==> src/hdl/cra_pkg.sv <==
`timescale 1ns / 1ps
`default_nettype none
// ---------------------------------------------------------------------------
// cra_pkg
// Shared types and sizes for the cooldown resource arbiter.
// ---------------------------------------------------------------------------
package cra_pkg;

    localparam int WAITER_SLOTS = 8;
    localparam int SLOT_W       = (WAITER_SLOTS > 1) ? $clog2(WAITER_SLOTS) : 1;
    localparam int CNT_W        = $clog2(WAITER_SLOTS + 1);
    localparam int TREE_LEAVES  = 1 << SLOT_W;

    typedef enum logic [1:0] {
        ACT_TICK    = 2'd0,
        ACT_REQUEST = 2'd1,
        ACT_RELEASE = 2'd2,
        ACT_CANCEL  = 2'd3
    } action_t;

    typedef enum logic [1:0] {
        CFG_COOLDOWN = 2'd0,
        CFG_EDF_MODE = 2'd1,
        CFG_BURNOUT  = 2'd2
    } cfg_reg_t;

    // One contender in the selection tree; a smaller key wins
    typedef struct packed {
        logic              valid;
        logic [SLOT_W-1:0] idx;
        logic [7:0]        client;
        logic [63:0]       key;
    } cand_t;

    typedef struct packed {
        logic        insert;
        logic        cancel;
        logic [7:0]  client;
        logic [31:0] arrival;
        logic [31:0] deadline;
        logic        edf;
    } table_op_t;

    typedef struct packed {
        logic             full;
        logic             best_valid;
        logic [7:0]       best_client;
        logic [CNT_W-1:0] count;
    } table_stat_t;

endpackage

`default_nettype wire

==> src/hdl/cra_pick.sv <==
`timescale 1ns / 1ps
`default_nettype none
// ---------------------------------------------------------------------------
// cra_pick
// Binary compare tree that finds the best valid waiter, ties to lowest slot.
// ---------------------------------------------------------------------------
module cra_pick
    import cra_pkg::*;
(
    input  wire cand_t leaf [WAITER_SLOTS],
    output cand_t best
);

    cand_t node [1:2*TREE_LEAVES-1];

    always_comb begin
        for (int i = 0; i < TREE_LEAVES; i++) begin
            if (i < WAITER_SLOTS) begin
                node[TREE_LEAVES+i] = leaf[i];
            end else begin
                node[TREE_LEAVES+i] = '0;
            end
        end
        // left child holds lower slots: take the right one only if strictly better
        for (int n = TREE_LEAVES - 1; n >= 1; n--) begin
            if (node[2*n+1].valid &&
                (!node[2*n].valid || (node[2*n+1].key < node[2*n].key))) begin
                node[n] = node[2*n+1];
            end else begin
                node[n] = node[2*n];
            end
        end
    end

    assign best = node[1];

endmodule

`default_nettype wire

==> src/hdl/cra_table.sv <==
`timescale 1ns / 1ps
`default_nettype none
// ---------------------------------------------------------------------------
// cra_table
// Waiter slots: insert, cancel, best-waiter selection and removal on grant.
// ---------------------------------------------------------------------------
module cra_table
    import cra_pkg::*;
(
    input  wire         aclk,
    input  wire         aresetn,
    input  wire table_op_t op,
    input  wire         grant,
    output table_stat_t stat
);

    logic [WAITER_SLOTS-1:0] valid_reg;
    logic [WAITER_SLOTS-1:0] valid_post;
    logic [WAITER_SLOTS-1:0] valid_next;
    logic [7:0]              client_reg   [WAITER_SLOTS];
    logic [31:0]             arrival_reg  [WAITER_SLOTS];
    logic [31:0]             deadline_reg [WAITER_SLOTS];

    logic              free_found;
    logic [SLOT_W-1:0] free_idx;
    logic              cancel_found;
    logic [SLOT_W-1:0] cancel_idx;
    logic              ins_hit;
    logic [31:0]       arr_sel;
    logic [31:0]       dl_sel;
    logic [CNT_W-1:0]  count;

    cand_t leaf [WAITER_SLOTS];
    cand_t best;

    always_comb begin
        free_found   = 1'b0;
        free_idx     = '0;
        cancel_found = 1'b0;
        cancel_idx   = '0;
        for (int i = 0; i < WAITER_SLOTS; i++) begin
            if (!valid_reg[i] && !free_found) begin
                free_found = 1'b1;
                free_idx   = SLOT_W'(i);
            end
            if (valid_reg[i] && (client_reg[i] == op.client) && !cancel_found) begin
                cancel_found = 1'b1;
                cancel_idx   = SLOT_W'(i);
            end
        end
    end

    always_comb begin
        valid_post = valid_reg;
        if (op.insert && free_found) begin
            valid_post[free_idx] = 1'b1;
        end
        if (op.cancel && cancel_found) begin
            valid_post[cancel_idx] = 1'b0;
        end
    end

    // Leaves see the table as it stands after this word's insert or cancel
    always_comb begin
        for (int i = 0; i < WAITER_SLOTS; i++) begin
            ins_hit = op.insert && free_found && (free_idx == SLOT_W'(i));
            arr_sel = ins_hit ? op.arrival  : arrival_reg[i];
            dl_sel  = ins_hit ? op.deadline : deadline_reg[i];
            leaf[i].valid  = valid_post[i];
            leaf[i].idx    = SLOT_W'(i);
            leaf[i].client = ins_hit ? op.client : client_reg[i];
            leaf[i].key    = op.edf ? {dl_sel, arr_sel} : {32'd0, arr_sel};
        end
    end

    cra_pick u_pick (
        .leaf (leaf),
        .best (best)
    );

    always_comb begin
        valid_next = valid_post;
        if (grant) begin
            valid_next[best.idx] = 1'b0;
        end
        count = '0;
        for (int i = 0; i < WAITER_SLOTS; i++) begin
            count = count + CNT_W'(valid_next[i]);
        end
    end

    assign stat.full        = ~free_found;
    assign stat.best_valid  = best.valid;
    assign stat.best_client = best.client;
    assign stat.count       = count;

    always_ff @(posedge aclk) begin
        if (!aresetn) begin
            valid_reg <= '0;
        end else begin
            valid_reg <= valid_next;
        end
    end

    always_ff @(posedge aclk) begin
        if (op.insert && free_found) begin
            client_reg[free_idx]   <= op.client;
            arrival_reg[free_idx]  <= op.arrival;
            deadline_reg[free_idx] <= op.deadline;
        end
    end

endmodule

`default_nettype wire

==> src/hdl/cooldown_resource_arbiter.sv <==
`timescale 1ns / 1ps
`default_nettype none
// ---------------------------------------------------------------------------
// cooldown_resource_arbiter
// Shared-resource arbiter with cooldown, EDF or FIFO order over waiter slots.
// ---------------------------------------------------------------------------
// A word is held in the input register; its result goes to the output register.
// Throughput: one word per cycle while the result channel does not stall; each
// word updates the clock, busy state and slot table and runs the slot compare tree at once.
// Reset (synchronous, active low) clears the slot table, counters, the busy
// flag and all configuration registers; no clearing pass is needed.
// ---------------------------------------------------------------------------
module cooldown_resource_arbiter
    import cra_pkg::*;
(
    input  wire         aclk,
    input  wire         aresetn,

    input  wire         cfg_wr_en,
    input  wire  [1:0]  cfg_addr,
    input  wire  [31:0] cfg_wdata,

    input  wire         s_valid,
    output logic        s_ready,
    input  wire  [1:0]  s_action,
    input  wire  [7:0]  s_requester_id,
    input  wire  [31:0] s_last_start_ms,

    output logic        m_valid,
    input  wire         m_ready,
    output logic        m_granted,
    output logic [7:0]  m_granted_id,
    output logic        m_in_use,
    output logic [3:0]  m_waiting_count,
    output logic        m_request_dropped
);

    logic [31:0] cooldown_reg;
    logic        edf_reg;
    logic [31:0] burnout_reg;

    logic        in_valid_reg;
    action_t     act_reg;
    logic [7:0]  id_reg;
    logic [31:0] last_reg;

    logic [31:0] now_reg;
    logic [31:0] now_next;
    logic        busy_reg;
    logic        busy_post;
    logic        never_reg;
    logic [31:0] freed_reg;
    logic [31:0] freed_post;

    logic        m_valid_reg;
    logic        granted_reg;
    logic [7:0]  granted_id_reg;
    logic        in_use_reg;
    logic [3:0]  count_reg;
    logic        dropped_reg;

    logic        fire;
    logic        do_tick;
    logic        do_release;
    logic [32:0] dl_sum;
    logic [31:0] elapsed;
    logic        grant;
    logic [CNT_W+3:0] count_ext;

    table_op_t   op;
    table_stat_t stat;

    always_ff @(posedge aclk) begin
        if (!aresetn) begin
            cooldown_reg <= '0;
            edf_reg      <= 1'b0;
            burnout_reg  <= '0;
        end else if (cfg_wr_en) begin
            unique case (cfg_reg_t'(cfg_addr))
                CFG_COOLDOWN: cooldown_reg <= cfg_wdata;
                CFG_EDF_MODE: edf_reg      <= cfg_wdata[0];
                CFG_BURNOUT:  burnout_reg  <= cfg_wdata;
                default: ;
            endcase
        end
    end

    assign fire    = in_valid_reg && (!m_valid_reg || m_ready);
    assign s_ready = !in_valid_reg || fire;

    always_ff @(posedge aclk) begin
        if (!aresetn) begin
            in_valid_reg <= 1'b0;
        end else if (s_ready) begin
            in_valid_reg <= s_valid;
        end
    end

    always_ff @(posedge aclk) begin
        if (s_ready && s_valid) begin
            act_reg  <= action_t'(s_action);
            id_reg   <= s_requester_id;
            last_reg <= s_last_start_ms;
        end
    end

    // Saturate the deadline at all ones
    assign dl_sum = {1'b0, last_reg} + {1'b0, burnout_reg};

    assign do_tick    = fire && (act_reg == ACT_TICK);
    assign do_release = fire && (act_reg == ACT_RELEASE);

    assign op.insert   = fire && (act_reg == ACT_REQUEST);
    assign op.cancel   = fire && (act_reg == ACT_CANCEL);
    assign op.client   = id_reg;
    assign op.arrival  = now_reg;
    assign op.deadline = dl_sum[32] ? 32'hFFFF_FFFF : dl_sum[31:0];
    assign op.edf      = edf_reg;

    assign now_next   = now_reg + {31'd0, do_tick};
    assign busy_post  = busy_reg && !do_release;
    assign freed_post = do_release ? now_reg : freed_reg;
    assign elapsed    = now_next - freed_post;
    assign grant      = fire && !busy_post && stat.best_valid &&
                        (never_reg || (elapsed >= cooldown_reg));

    cra_table u_table (
        .aclk    (aclk),
        .aresetn (aresetn),
        .op      (op),
        .grant   (grant),
        .stat    (stat)
    );

    always_ff @(posedge aclk) begin
        if (!aresetn) begin
            now_reg   <= '0;
            busy_reg  <= 1'b0;
            never_reg <= 1'b1;
            freed_reg <= '0;
        end else begin
            now_reg   <= now_next;
            busy_reg  <= busy_post || grant;
            never_reg <= never_reg && !grant;
            freed_reg <= freed_post;
        end
    end

    assign count_ext = {4'd0, stat.count};

    always_ff @(posedge aclk) begin
        if (!aresetn) begin
            m_valid_reg <= 1'b0;
        end else if (fire) begin
            m_valid_reg <= 1'b1;
        end else if (m_ready) begin
            m_valid_reg <= 1'b0;
        end
    end

    always_ff @(posedge aclk) begin
        if (fire) begin
            granted_reg    <= grant;
            granted_id_reg <= grant ? stat.best_client : 8'd0;
            in_use_reg     <= busy_post || grant;
            count_reg      <= count_ext[3:0];
            dropped_reg    <= op.insert && stat.full;
        end
    end

    assign m_valid           = m_valid_reg;
    assign m_granted         = granted_reg;
    assign m_granted_id      = granted_id_reg;
    assign m_in_use          = in_use_reg;
    assign m_waiting_count   = count_reg;
    assign m_request_dropped = dropped_reg;

endmodule

`default_nettype wire

==> config.mk <==
export PLATFORM = sky130hd
export DESIGN_NAME = cooldown_resource_arbiter
export DESIGN_NICKNAME = d
export VERILOG_FILES = /design/src/hdl/cra_pkg.sv /design/src/hdl/cra_pick.sv /design/src/hdl/cra_table.sv /design/src/hdl/cooldown_resource_arbiter.sv
export SDC_FILE = /design/constraint.sdc
export NUM_CORES = 2
export LEC_CHECK = 0
export BUFFER_PORTS_ARGS = -buffer_cell sky130_fd_sc_hd__buf_4
export CORE_ASPECT_RATIO = 1.75
export CORE_MARGIN = 1.5
export CORE_UTILIZATION = 65
export CTS_CLUSTER_SIZE = 12
export DETAILED_ROUTE_END_ITERATION = 12
export PLACE_DENSITY_LB_ADDON = 0.2
export RECOVER_POWER = 25
export SLEW_MARGIN = 40
export SYNTH_ARGS = -nofsm -noshare
export SYNTH_HDL_FRONTEND = slang
export SYNTH_SLANG_ARGS = --single-unit
==> constraint.sdc <==
create_clock -name aclk -period 53.7 [get_ports aclk]
set_clock_uncertainty 0.2 [all_clocks]
set_input_delay 10.74 -clock aclk [delete_from_list [all_inputs] [get_ports aclk]]
set_output_delay 10.74 -clock aclk [all_outputs]
set_load 0.01 [all_outputs]
==> Word level (Yosys, flattened, before mapping) <==
Memory sizes are Yosys's and may differ from the RTL's.
Cells that the tools add are included.
{ "word_totals": {"ff_bits": 198, "latchBits": 0, "ramBits": 576, "romBits": 0, "input_bits": 81, "word_cells": 259, "mem_count": 3} }
{ "op_classes": {"addsub": 10, "n_mul": 0, "n_div": 0, "magnitude_cmp": 14, "eq_ne": 20, "shift": 0, "mux": 84, "bitwise_logic": 6, "n_reduce_logical": 104} }
{ "mem_list": {"columns": ["memory", "words", "width", "rd", "rd_ports_with_merged_regs", "write_ports", "line", "source"], "rows": [
  ["u_table.arrival_reg", 8, 32, 8, 0, 1, "cra_table.sv:21", "logic [31:0] arrival_reg [WAITER_SLOTS];"],
  ["u_table.deadline_reg", 8, 32, 8, 0, 1, "cra_table.sv:22", "logic [31:0] deadline_reg [WAITER_SLOTS];"],
  ["u_table.client_reg", 8, 8, 8, 0, 1, "cra_table.sv:20", "logic [7:0] client_reg [WAITER_SLOTS];"]
]} }
{ "op_table": {"columns": ["op", "count"], "rows": [
  ["32-bit two-way mux", 18],
  ["76-bit two-way mux", 7],
  ["64-bit two-way mux", 8],
  ["64-bit less-than comparator", 7],
  ["8-bit two-way mux", 11],
  ["8-bit equality test", 8],
  ["1-bit logical AND", 54],
  ["32-bit by 32-bit adder with 33-bit output", 1],
  ["32-bit by 1-bit adder with 32-bit output", 1],
  ["32-bit greater-or-equal comparator", 1],
  ["1-bit logical NOT", 32],
  ["32-bit subtractor", 1],
  ["1-bit two-way mux", 25],
  ["4-bit by 1-bit adder with 4-bit output", 6],
  ["3-bit two-way mux", 8],
  ["8-bit bitwise AND", 2],
  ["8-bit inverter", 2],
  ["3-bit equality test (second input constant)", 4],
  ["3-bit by 4-bit less-than comparator with 1-bit output (second input constant)", 3],
  ["1-bit logical OR", 11],
  ["1-bit demux with 3-bit select", 3],
  ["3-bit by 1-bit greater-or-equal comparator with 1-bit output (second input constant)", 3],
  ["2-bit two-way mux", 4],
  ["8-bit OR", 1],
  ["other kinds (10)", 17]
]} }

==> Depth between registers and ports, before layout <==
An unclocked memory read counts as a cell.
{ "depth": {"depth_word": 58, "depth_mapped": 68, "ltp_nobuf": 62} }

==> Cells and area by module <==
Synthesis repeated with hierarchy kept, for this count alone.
{ "hier_totals": {"hier_cells": 6227, "hier_area_um2": 55897.4} }
{ "modules_own_cells": {"columns": ["mod", "instances", "cells_per_inst", "area_each_um2"], "rows": [
  ["cra_table", 1, 2750, 27500.1],
  ["cra_pick", 1, 2196, 16898.7],
  ["cooldown_resource_arbiter", 1, 1281, 11498.5]
]} }

==> Worst setup path before layout <==
Ideal clock, no wire load.
{ "synth_timing": {"kind": "input -> register", "from": "input m_ready", "to": "register count_reg[2], in the netlist m_waiting_count[2] (data pin)", "setup_time_ps": 258, "arrival_ps": 25298, "path_slack_ps": 27944, "stages": 58, "path_buffers": 11, "cell_sequence": "nor2b_1 -> buf_2 -> or3_1 -> or2_1 -> buf_2 -> inv_2 -> clkbuf_1 -> clkbuf_1 -> nand3_1 -> o211ai_1 -> inv_1 -> ha_1 -> a21o_1 -> a21oi_1 -> o21ai_0 -> a21oi_1 -> o211a_1 -> o2111ai_1 -> [22 not listed] -> nand4_1 -> nor3_1 -> and3_1 -> nand4_1 -> or4_1 -> a2111oi_0 -> o21a_1 -> buf_6 -> nor2_1 -> o31a_1 -> ha_1 -> fa_1 -> inv_1 -> fa_1 -> inv_1 -> fa_1 -> fa_1 -> xor2_1"} }
{ "synth_rtl": {"columns": ["element", "line", "source"], "rows": [
  ["start, declared", "cooldown_resource_arbiter.sv:30", "input wire m_ready,"],
  ["end signal, assigned", "cooldown_resource_arbiter.sv:166", "count_reg <= count_ext[3:0];"],
  ["end, declared", "cooldown_resource_arbiter.sv:59", "logic [3:0] count_reg;"]
]} }

==> results_dict.tcl <==
set metrics [dict create \
    synth-edff-count 633 \
    whs_endpoint "cooldown_reg[2]$_SDFFE_PN0P_" \
    power_mw 1.32 \
    antenna_left 0 \
    rrSetupSlack_ns 32.57 \
    drt_iter0_markers 4696 \
    final_util 0.712 \
    hp-start "cooldown_reg[2]$_SDFFE_PN0P_" \
    ioPinCount 98 \
    synthFlopType "edfxtp_1" \
    nFillCells 6028 \
    place_area_um2 53900 \
    async_reset_ff_frac 0 \
    min_path_cells 2 \
    cts_sinks 774 \
    crit_path_start_kind "input port" \
    yosysUniqueCellTypes 91 \
    port_buffers 97 \
    cts_tree "built" \
    final_cells 6509 \
    die_height_um 376 \
    clock_path_buffers 3 \
    dp.cells 6362 \
    wl_mm 186 \
    hold_viol_final 0 \
    min_period_ns 28.17 \
    worstSetupPathType "input port to flop" \
    clock.fmax_mhz 35.5 \
    drc 0 \
    cap_violations 1 \
    violations "capacitance limit, slew limit" \
    finalInstanceArea_um2 56100 \
    dp_hpwl_mm 137 \
    cts_resized 0 \
    cp_common_cell "buf_4" \
    final_nets 6039 \
    reg2reg_to "m_waiting_count[2]$_DFFE_PP_" \
    arrival_ns 28.43 \
    setup_tns_ns 0 \
    slew_violations 22 \
    vias_per_cell 6.81 \
    gp_congestion 1.05 \
    clockRootBuffer "clkbuf_16" \
    setup_viol 0 \
    status "finished with violations" \
    fp-row-count 136 \
    clk_pin_slew_ns 0.06 \
    grt_pass1_wl_mm 271 \
    insertion_delay_ns 0.72 \
    end_kind "flop" \
    leakagePower_nw 22.9 \
    cp_max_fo 47 \
    layout-drive-gt1-share 0.0805 \
    syn_inst 5396 \
    reg2reg_from "last_reg[0]$_DFFE_PP_" \
    worst_path_largest_cell_delay_ns 0.84 \
    ys_top_cells_by_area "edfxtp_1, ha_1, dfxtp_1" \
    peakVddDrop_mv 0.0314 \
    power_density_nw_per_um2 23.5 \
    cts_hold_buf 0 \
    antenna_found_initial 9 \
    min_path_type "flop to flop" \
    ys_seq_elements 774 \
    syn2layout_area_growth_pct 8.43 \
    fin_crit_sh 0.525 \
    rsz0062_at_grt "false" \
    h-tree-depth 3 \
    maxSlewHeadroom -0.0163 \
    wl_per_cell_um 28.5 \
    yosysWarnings 0 \
    grt_usage 0.455 \
    coreArea_um2 78800 \
    cts_buffers 78 \
    worst_pin_slew_ns 1.52 \
    synth_top_area_frac 0.367 \
    avgSynthCellArea_um2 9.59 \
    crit_required_ns 53.97 \
    synthesis.nets 6024 \
    num_vias 44300 \
    grt_pass1_vias 44300 \
    die_x_um 216 \
    drt_first_pass_iters 6 \
    yosysSeqAreaShare 0.422 \
    dieArea_um2 81400 \
    synth_area_um2 51800 \
    initial_core_util 0.657 \
    cp_slowest_cell "a2111oi_1" \
    cts_setup_buffers 0 \
    grt_max_degree 77 \
    overflow 0 \
    r2r_cells 59 \
    yosysTopAreaCell "edfxtp_1" \
]
how the worst max path moves through the flow:
stage	from	endpoint	slack, ns	cells after the start
3_5_place_dp	m_ready	m_waiting_count[2]$_DFFE_PP_	24.81	55
2_1_floorplan	m_ready	m_waiting_count[2]$_DFFE_PP_	27.94	58
5_1_grt	m_ready	m_waiting_count[2]$_DFFE_PP_	25.13	59
3_3_place_gp	m_ready	m_waiting_count[2]$_DFFE_PP_	24.50	52
6_report	m_ready	m_waiting_count[2]$_DFFE_PP_	25.53	57
4_1_cts	m_ready	m_waiting_count[2]$_DFFE_PP_	25.51	57
area by class of cell:
type / instances / area (um2) / share of cell area
timing repair buffer: 226 / 1580 / 0.0281
antenna: 7 / 17.5 / 0.000312
clock inverter: 16 / 158 / 0.00281
clock buffer: 120 / 2150 / 0.0383
multi-input combinational: 4103 / 28200 / 0.503
inverter: 228 / 880 / 0.0157
tap: 1035 / 1290 / 0.0231
sequential: 774 / 21800 / 0.389
layout by cell type (no fill, tap or decap), types with 21 or more instances in the layout:
master / synthesis / routed
edfxtp_1: 633 / 633
nand2_1: 615 / 610
a21oi_1: 560 / 557
ha_1: 541 / 541
nor2_1: 454 / 449
o21ai_0: 268 / 267
mux2i_1: 255 / 254
inv_1: 222 / 216
buf_4: 0 / 181
dfxtp_1: 141 / 140
nor2b_1: 117 / 116
xnor2_1: 117 / 113
nand3_1: 108 / 107
nand2b_1: 99 / 96
a21o_1: 95 / 95
nand4_1: 89 / 89
clkbuf_1: 226 / 79
clkbuf_16: 0 / 78
mux2_2: 73 / 73
o211ai_1: 70 / 70
nor3_1: 55 / 50
o22a_1: 44 / 44
o22ai_1: 43 / 42
o21a_1: 42 / 41
and2_1: 42 / 40
a211oi_1: 37 / 36
xor2_1: 36 / 35
o221ai_1: 29 / 29
and3_1: 26 / 25
or3_1: 21 / 21
cells in the mapped netlist (9+ instances only):
master and n:
edfxtp_1 633, nand2_1 615, a21oi_1 560, ha_1 541, nor2_1 454, o21ai_0 268
mux2i_1 255, clkbuf_1 226, inv_1 222, dfxtp_1 141, nor2b_1 117, xnor2_1 117
nand3_1 108, nand2b_1 99, a21o_1 95, nand4_1 89, mux2_2 73, o211ai_1 70
nor3_1 55, o22a_1 44, o22ai_1 43, and2_1 42, o21a_1 42, buf_1 38
a211oi_1 37, xor2_1 36, o221ai_1 29, and3_1 26, buf_2 25, or3_1 21
a2bb2oi_1 18, a31oi_1 18, nor4_1 16, o21bai_1 14, o2111ai_1 12, or2_2 11
a2111oi_0 10, a22o_1 10, o211a_1 10, and4_1 9, o31ai_1 9
logic make-up (layout without fill, tap and decap cells):
kind of cell               count (synthesis)  after routing  synth area share
and+or+nand+nor                         1698           1698             0.152
AOI/OAI and AO/OA                       1377           1377             0.164
DFF                                      774            774             0.422
adders and majority gates                547            547             0.133
buffers and inverters                    519            590            0.0384
muxes                                    328            328            0.0652
xor gates and xnor gates                 153            153            0.0259
other                                      0              7                 0
power breakdown:
group | internal, mW | switching (mW)
Combinational | 0.0390 | 0.0927
Sequential | 0.656 | 0.00379
Clock | 0.285 | 0.241
Total | 0.980 | 0.337
critical path: cells and delay by family:
family                     cells  cell delay (ns)
adders and majority gates      8             2.89
xor gates and xnor gates       2             0.38
buffers and inverters         10             3.61
and+or+nand+nor               21             5.33
AOI/OAI and AO/OA             16             5.28
per-stage QoR:
| step | hold slack (ns) | worst slack (ns) |
|---|---|---|
| 4_1_cts | 0.259 | 25.51 |
| 6_report | 0.258 | 25.53 |
| 3_3_place_gp | 0.243 | 24.50 |
| 5_1_grt | 0.282 | 25.13 |
| 3_5_place_dp | 0.248 | 24.81 |
| 2_1_floorplan | 0.236 | 27.94 |
metal layers:
metal,share of wire,GRT usage
met5,0.00012,0.00242
met4,0.13,0.475
met3,0.077,0.0975
met2,0.47,0.755
met1,0.32,0.458
No activity file was read; power rests on OpenSTA's default activity.
